--- config.mk ---
export PLATFORM = sky130hd
export DESIGN_NAME = double_ended_queue_with_search_unit
export DESIGN_NICKNAME = d
export VERILOG_FILES = /design/src/sv/dqs_pkg.sv /design/src/sv/dqs_ring.sv /design/src/sv/dqs_ctrl.sv /design/src/sv/double_ended_queue_with_search_unit.sv
export VERILOG_INCLUDE_DIRS = /design/src /design/src/sv
export SDC_FILE = /design/constraint.sdc
export NUM_CORES = 1
export LEC_CHECK = 0
export ABC_AREA = 0
export BUFFER_PORTS_ARGS = -buffer_cell sky130_fd_sc_hd__buf_2
export CORE_MARGIN = 2
export CORE_UTILIZATION = 50
export CTS_BUF_LIST = sky130_fd_sc_hd__clkbuf_4 sky130_fd_sc_hd__clkbuf_8
export DETAILED_ROUTE_END_ITERATION = 12
export PLACE_DENSITY = 0.66
export SYNTH_ARGS = -nofsm -noshare
export SYNTH_HDL_FRONTEND = slang
export SYNTH_SLANG_ARGS = --single-unit
--- constraint.sdc ---
create_clock -name clk -period 7.4 [get_ports clk]
set_input_delay 0.37 -clock clk [delete_from_list [all_inputs] [get_ports clk]]
set_output_delay 0.37 -clock clk [all_outputs]
set_load 0.02 [all_outputs]
--- src/sv/double_ended_queue_with_search_unit_macros.svh ---
// Assertion macros for the double-ended queue with search unit.
`ifndef DOUBLE_ENDED_QUEUE_WITH_SEARCH_UNIT_MACROS_SVH
`define DOUBLE_ENDED_QUEUE_WITH_SEARCH_UNIT_MACROS_SVH

`ifndef SYNTHESIS

// Same-cycle implication, checked on every rising clock edge outside reset.
`define DQS_ASSERT_SAME(lbl, ante, cons, msg) \
	lbl: assert property (@(posedge clk) disable iff (!arst_n) (ante) |-> (cons)) \
		else $error(msg);

// Next-cycle implication, checked on every rising clock edge outside reset.
`define DQS_ASSERT_NEXT(lbl, ante, cons, msg) \
	lbl: assert property (@(posedge clk) disable iff (!arst_n) (ante) |=> (cons)) \
		else $error(msg);

`else

`define DQS_ASSERT_SAME(lbl, ante, cons, msg)
`define DQS_ASSERT_NEXT(lbl, ante, cons, msg)

`endif

`endif

--- src/sv/dqs_pkg.sv ---
// Package with types, codes and sizes for the double-ended queue with search unit.
package dqs_pkg;

	localparam int DEPTH = 16;
	localparam int IDX_W = $clog2(DEPTH);
	localparam int CNT_W = $clog2(DEPTH + 1);

	localparam logic [2:0] ACT_PUSH_FRONT = 3'd0;
	localparam logic [2:0] ACT_PUSH_REAR  = 3'd1;
	localparam logic [2:0] ACT_POP_FRONT  = 3'd2;
	localparam logic [2:0] ACT_POP_REAR   = 3'd3;
	localparam logic [2:0] ACT_SEARCH     = 3'd4;

	localparam logic [1:0] ST_DONE  = 2'd0;
	localparam logic [1:0] ST_EMPTY = 2'd1;
	localparam logic [1:0] ST_FULL  = 2'd2;

	typedef struct packed {
		logic [2:0]         action;
		logic signed [31:0] value;
	} item_t;

	typedef struct packed {
		logic [1:0]         status;
		logic signed [31:0] popped;
		logic               found;
		logic               is_empty;
		logic [CNT_W-1:0]   fill;
	} result_t;

	typedef struct packed {
		logic               wr;
		logic               rd;
		logic [IDX_W-1:0]   off;
		logic signed [31:0] wdata;
		logic               head_inc;
		logic               head_dec;
		logic               cnt_inc;
		logic               cnt_dec;
	} ring_cmd_t;

endpackage

--- src/sv/dqs_ring.sv ---
// Ring store of the queue: slot memory, head index and fill count.
module dqs_ring import dqs_pkg::*; (
	input  logic                clk,
	input  logic                arst_n,
	input  ring_cmd_t           rcmd,
	output logic [CNT_W-1:0]    count,
	output logic signed [31:0]  rd_data
);

	logic signed [31:0] slots_q [DEPTH];
	logic [IDX_W-1:0]   head_q;
	logic [CNT_W-1:0]   count_q;
	logic signed [31:0] rd_data_q;
	logic [IDX_W:0]     sum;
	logic [IDX_W-1:0]   addr;

	// Physical slot is head plus offset, wrapped once around the ring.
	assign sum  = {1'b0, head_q} + {1'b0, rcmd.off};
	assign addr = (sum >= (IDX_W+1)'(DEPTH)) ? IDX_W'(sum - (IDX_W+1)'(DEPTH))
	                                         : sum[IDX_W-1:0];

	always_ff @(posedge clk) begin
		if (rcmd.wr) begin
			slots_q[addr] <= rcmd.wdata;
		end
		if (rcmd.rd) begin
			rd_data_q <= slots_q[addr];
		end
	end

	always_ff @(posedge clk or negedge arst_n) begin
		if (!arst_n) begin
			head_q  <= '0;
			count_q <= '0;
		end else begin
			if (rcmd.head_dec) begin
				head_q <= (head_q == '0) ? IDX_W'(DEPTH - 1) : head_q - 1'b1;
			end else if (rcmd.head_inc) begin
				head_q <= (head_q == IDX_W'(DEPTH - 1)) ? '0 : head_q + 1'b1;
			end
			if (rcmd.cnt_inc) begin
				count_q <= count_q + 1'b1;
			end else if (rcmd.cnt_dec) begin
				count_q <= count_q - 1'b1;
			end
		end
	end

	assign count   = count_q;
	assign rd_data = rd_data_q;

endmodule

--- src/sv/dqs_ctrl.sv ---
// Sequencer of the queue: action decode, search walk with a shared comparator, result register.
module dqs_ctrl import dqs_pkg::*; (
	input  logic               clk,
	input  logic               arst_n,
	input  logic               start,
	input  item_t              cmd,
	output logic               busy,
	input  logic [CNT_W-1:0]   count,
	input  logic signed [31:0] rd_data,
	output ring_cmd_t          rcmd,
	output logic               done,
	output result_t            result
);

	localparam logic [1:0] S_IDLE = 2'd0;
	localparam logic [1:0] S_EXEC = 2'd1;
	localparam logic [1:0] S_POPD = 2'd2;
	localparam logic [1:0] S_SRCH = 2'd3;

	logic [1:0]         state_q;
	logic [2:0]         act_q;
	logic signed [31:0] key_q;
	logic [IDX_W-1:0]   idx_q;
	logic               done_q;
	logic [1:0]         status_q;
	logic signed [31:0] popped_q;
	logic               found_q;

	logic               full;
	logic               empty;
	logic               hit;
	logic               last;
	logic [CNT_W-1:0]   cnt_m1;
	logic [IDX_W-1:0]   idx_nxt;

	assign full    = (count == CNT_W'(DEPTH));
	assign empty   = (count == '0);
	assign cnt_m1  = count - 1'b1;
	assign idx_nxt = idx_q + 1'b1;
	// The one comparator, reused for each held entry compared during a search.
	assign hit     = (rd_data == key_q);
	assign last    = ((CNT_W'(idx_q) + 1'b1) == count);

	always_comb begin
		rcmd       = '0;
		rcmd.wdata = key_q;
		if (state_q == S_EXEC) begin
			case (act_q)
				ACT_PUSH_FRONT: begin
					if (!full) begin
						rcmd.wr       = 1'b1;
						rcmd.off      = IDX_W'(DEPTH - 1);
						rcmd.head_dec = 1'b1;
						rcmd.cnt_inc  = 1'b1;
					end
				end
				ACT_PUSH_REAR: begin
					if (!full) begin
						rcmd.wr      = 1'b1;
						rcmd.off     = count[IDX_W-1:0];
						rcmd.cnt_inc = 1'b1;
					end
				end
				ACT_POP_FRONT: begin
					if (!empty) begin
						rcmd.rd       = 1'b1;
						rcmd.head_inc = 1'b1;
						rcmd.cnt_dec  = 1'b1;
					end
				end
				ACT_POP_REAR: begin
					if (!empty) begin
						rcmd.rd      = 1'b1;
						rcmd.off     = cnt_m1[IDX_W-1:0];
						rcmd.cnt_dec = 1'b1;
					end
				end
				ACT_SEARCH: begin
					rcmd.rd = !empty;
				end
				default: begin
				end
			endcase
		end else if (state_q == S_SRCH && !hit && !last) begin
			rcmd.rd  = 1'b1;
			rcmd.off = idx_nxt;
		end
	end

	always_ff @(posedge clk or negedge arst_n) begin
		if (!arst_n) begin
			state_q <= S_IDLE;
			done_q  <= 1'b0;
		end else begin
			done_q <= 1'b0;
			case (state_q)
				S_IDLE: begin
					if (start) begin
						state_q <= S_EXEC;
					end
				end
				S_EXEC: begin
					case (act_q)
						ACT_POP_FRONT, ACT_POP_REAR: begin
							state_q <= empty ? S_IDLE : S_POPD;
							done_q  <= empty;
						end
						ACT_SEARCH: begin
							state_q <= empty ? S_IDLE : S_SRCH;
							done_q  <= empty;
						end
						default: begin
							state_q <= S_IDLE;
							done_q  <= 1'b1;
						end
					endcase
				end
				S_POPD: begin
					state_q <= S_IDLE;
					done_q  <= 1'b1;
				end
				S_SRCH: begin
					if (hit || last) begin
						state_q <= S_IDLE;
						done_q  <= 1'b1;
					end
				end
				default: begin
					state_q <= S_IDLE;
				end
			endcase
		end
	end

	always_ff @(posedge clk) begin
		case (state_q)
			S_IDLE: begin
				if (start) begin
					act_q <= cmd.action;
					key_q <= cmd.value;
				end
			end
			S_EXEC: begin
				idx_q    <= '0;
				popped_q <= '0;
				found_q  <= 1'b0;
				status_q <= ST_DONE;
				if ((act_q == ACT_PUSH_FRONT || act_q == ACT_PUSH_REAR) && full) begin
					status_q <= ST_FULL;
				end
				if ((act_q == ACT_POP_FRONT || act_q == ACT_POP_REAR) && empty) begin
					status_q <= ST_EMPTY;
				end
			end
			S_POPD: begin
				popped_q <= rd_data;
			end
			S_SRCH: begin
				found_q <= hit;
				idx_q   <= idx_nxt;
			end
			default: begin
			end
		endcase
	end

	assign busy            = (state_q != S_IDLE);
	assign done            = done_q;
	assign result.status   = status_q;
	assign result.popped   = popped_q;
	assign result.found    = found_q;
	// Count has already taken this action's update when the result shows.
	assign result.is_empty = empty;
	assign result.fill     = count;

endmodule

--- src/sv/double_ended_queue_with_search_unit.sv ---
// Top level of the double-ended queue with search unit.
//
// Channel   Signals                  Beat taken when
// -------   ----------------------   -----------------------------------
// input     start, busy, cmd         rising edge with start high, busy low
// output    done, result             rising edge ending the done cycle
//
// A push passes through the execute state to the done beat, a pop that is not refused
// also through the read state, and a search walks the held entries to a hit or the last one.
// The search length is set by the single comparator, which sees one slot per
// cycle through the registered read port of the slot memory.
// Reset clears the head index, the fill count and the sequencer; slot contents
// are left as they are. The receiver cannot stall: each result shows for one
// cycle with done high, and busy drops in that same cycle.
`include "double_ended_queue_with_search_unit_macros.svh"

module double_ended_queue_with_search_unit import dqs_pkg::*; (
	input  logic    clk,
	input  logic    arst_n,
	input  logic    start,
	input  item_t   cmd,
	output logic    busy,
	output logic    done,
	output result_t result
);

	// Command from the sequencer to the ring store for the current cycle.
	ring_cmd_t          rcmd;
	// Number of held values, after every update already applied.
	logic [CNT_W-1:0]   count;
	// Slot read data, registered in the cycle after the read is issued.
	logic signed [31:0] rd_data;

	// The sequencer decodes each action and walks the ring for searches.
	dqs_ctrl u_ctrl (
		.clk     (clk),
		.arst_n  (arst_n),
		.start   (start),
		.cmd     (cmd),
		.busy    (busy),
		.count   (count),
		.rd_data (rd_data),
		.rcmd    (rcmd),
		.done    (done),
		.result  (result)
	);

	// The ring store maps offsets from the head onto physical slots.
	dqs_ring u_ring (
		.clk     (clk),
		.arst_n  (arst_n),
		.rcmd    (rcmd),
		.count   (count),
		.rd_data (rd_data)
	);

	// The fill count never runs past the ring size.
	`DQS_ASSERT_SAME(a_fill_max, 1'b1, count <= CNT_W'(DEPTH), "fill count exceeds depth")
	// A result only follows a cycle in which the block was working.
	`DQS_ASSERT_SAME(a_done_after_busy, done, $past(busy), "result beat without an item at work")
	// An accepted beat makes the block busy in the next cycle.
	`DQS_ASSERT_NEXT(a_busy_after_start, start && !busy, busy, "accepted beat did not start work")
	// A rejected push is only reported when the ring is full.
	`DQS_ASSERT_SAME(a_full_status, done && result.status == ST_FULL,
		result.fill == CNT_W'(DEPTH), "full status with free slots")
	// Popped data is zero whenever the status is not done.
	`DQS_ASSERT_SAME(a_popped_zero, done && result.status != ST_DONE,
		result.popped == '0, "nonzero popped value on a failed action")

endmodule

==> metrics.txt <==
run status finished clean; htree depth 3; worst vdd ir 360 uV; clk root buf clkbuf_8; critical path class flip-flop to flip-flop; cells after synthesis 1154; CTS tree done; Post-Layout Inst Area 28600 um2; GR Overflow Total 0; largest net degree at the start of global routing 64; HP Class input port to flip-flop; syn_nets 1208; Worst Path Max Fanout 32; Die ar. 51200 um2; EDFF count, synth 618; Leakage 9.69 nW; DRT Pass-1 Iters 7; starting density of the core 0.506; Total GRT Usage 0.212; skew final 35.1 ps; routability congestion estimate from global placement 0.801; vias in the first global route 12200; Synth Register Bits 630; ant diodes 0; Core Area 48800 um2; DR iter-0 viols 989; Top FF cell, synth edfxtp_1; total CTS buffers 100; max-slew violation count 0; period utilization 0.852; Tmin final 6300 ps; Crit. End Element flip-flop; Top Ports 81; crit-path max cell delay 730 ps; ys async rst share 0.0190; YS warnings 0; max_cap viols 0; final setup fails 0; Area growth, synth to finish 15.8%; antenna-violating nets left 0; Post-DP Area 26200 um2; die span in y 226 um; first-pass GRT wire length 77.7 mm; # clock sinks 630; Synth Cell Area 24700 um2; post-DP HPWL 30.0 mm; P per Cell Area 423 nW/um2; number of remaining DRC errors 0; Worst EP required 7700 ps; CP Launch Type flip-flop; layout cells sized above 1 0.301; FP Rows 81; DR WL/cell 24.7 um; Worst-path clk slew 70 ps; worst slew pin tran 1050 ps; Worst slew margin 0.298; Crit-path slowest cell o31ai_1; number of distinct library cells after synthesis 51; worst hold margin 86.8 ps; RSZ-0062 raised after global routing no; post_cts resized 0; initial antenna violation count 0; PortBufs 80; overall die width 226 um; final setup TNS 0 ps; number of nets in the layout 1414; final core utilization 0.585; Max clock buf depth 3; Max Clock Freq 159 MHz; syn avg cell area 21.4 um2; CP Cell Sequence xor2_1 > nor4_1 > nand4_1 > o31ai_1 > or3_1 > o32ai_1 > ha_1 > a21oi_1 > nand2_1 > xor2_1 > xor2_4 > buf_4 > nor3b_2 > buf_4; Final Hold Vio Count 0; Clock Latency Late Sink 690 ps; CP arrival 6610 ps; Vias/cell 5.59; final wirelength 52.2 mm; sequential element share of the synthesized area 0.764; vias 11800
where the power goes:
group          switching [mW]  total [mW]  internal [mW]
Sequential              0.384        5.04           4.65
Clock                    1.33        2.95           1.61
Combinational            2.25        4.11           1.86
state kept, by name, summed over array words and instances (netlist names), 2 cells and up:
| register | flops |
|---|---|
| u_ctrl.act_q | 3 |
| u_ctrl.idx_q | 4 |
| u_ctrl.key_q | 32 |
| u_ctrl.popped_q | 32 |
| u_ctrl.state_q | 2 |
| u_ctrl.status_q | 2 |
| u_ring.count | 5 |
| u_ring.head_q | 4 |
| u_ring.rd_data | 32 |
| u_ring.slots_q | 512 |
metal layers:
layer  GRT usage  part of all wire  up-vias
li1            -                 -     5153
met1       0.296              0.43     6143
met2       0.335              0.48      379
met3      0.0409             0.061      100
met4      0.0819             0.028        0
met5           0                 0        -
critical path: cells and delay by family, from the launching register on:
family | cells | cell delay [ps]
fa+ha+maj | 1 | 420
simple gates | 5 | 1550
buf+inv | 2 | 1040
compound gates | 3 | 1060
flops | 1 | 600
xor+xnor | 3 | 1220
final timing paths:
path	start	end	slack [ps]	cells past startpoint
worst max-delay path	u_ctrl.key_q[19]	u_ring.slots_q[11][22]	1100	14
worst min-delay path	start	u_ctrl.state_q[1]	90	3
worst max register to register	u_ctrl.key_q[19]	u_ring.slots_q[11][22]	1100	14
worst min register to register	u_ctrl.state_q[1]	u_ctrl.state_q[1]	560	2
max in group asynchronous	arst_n	u_ring.head_q[1]	7060	2
min in group asynchronous	arst_n	u_ring.count[1]	110	2
through the flow:
stage | std cells | setup WS (ps) | power (mW)
floorplan | 1154 | 863 | 8.02
global placement | 1886 | 1270 | 9.23
detailed placement | 1886 | 1120 | 9.28
CTS | 2108 | 1060 | 12.3
global route | 2108 | 566 | 12.7
finish | 2108 | 1100 | 12.1
layout by cell type (no fill, tap or decap), types with 7 or more instances in the layout:
master / Yosys / final
nand2_1: 23 / 22
buf_2: 7 / 80
edfxtp_1: 618 / 618
a21oi_1: 9 / 9
nor4_1: 8 / 8
nor3_1: 13 / 7
dlygate4sd3_1: 0 / 36
nor2_1: 16 / 16
clkinv_2: 0 / 16
dfrtp_1: 12 / 12
mux4_2: 128 / 128
o21ai_0: 10 / 10
clkinv_1: 0 / 30
ha_1: 15 / 13
clkbuf_8: 0 / 103
buf_4: 5 / 34
buf_12: 2 / 7
xor2_1: 42 / 40
inv_1: 14 / 14
and2_1: 36 / 35
mux2i_1: 96 / 96
clkbuf_4: 0 / 28
cell type report:
cell class	count	area (um2)
Tap cell	664	831
Timing Repair Buffer	157	1160
Fill cell	3625	20300
Multi-Input combinational cell	457	5680
Clock buffer	131	1630
Sequential cell	630	18900
Clock inverter	55	377
Inverter	14	52.6
cell usage after synthesis, drive strengths merged (2+ instances only):
cell	number	area [um2]
a21oi	9	45.0
a221oi	2	17.5
and2	36	225
buf	23	146
clkbuf	30	113
dfrtp	12	300
edfxtp	618	18600
ha	15	188
inv	14	52.6
mux2	2	22.5
mux2i	96	961
mux4	128	2880
nand2	23	86.3
nand2b	5	31.3
nand3	5	25.0
nor2	16	60.1
nor2b	5	31.3
nor3	13	65.1
nor3b	6	45.0
nor4	10	75.1
nor4b	3	53.8
o21ai	10	50.1
o22ai	3	18.8
o32ai	3	26.3
o41ai	2	25.0
xnor2	5	43.8
xor2	42	368
timing repair:
item / 4_1_cts / 5_1_grt
hold endpoints to repair: 47 / 0
setup buffers: 0 / 0
hold buffers: 36 / 0
logic make-up (layout without fill, tap and decap cells):
| kind of cell | Yosys count | count (layout) | synth area share |
|---|---|---|---|
| flip-flops | 630 | 630 | 0.764 |
| multiplexers | 226 | 226 | 0.157 |
| AND/OR/NAND/NOR | 128 | 128 | 0.0300 |
| buffers and inverters | 67 | 357 | 0.0126 |
| XOR/XNOR | 47 | 47 | 0.0167 |
| AO/OA/AOI/OAI | 40 | 40 | 0.0121 |
| adder cells (fa/ha/maj) | 16 | 16 | 0.00841 |
Power figures use the tool's default switching activity.
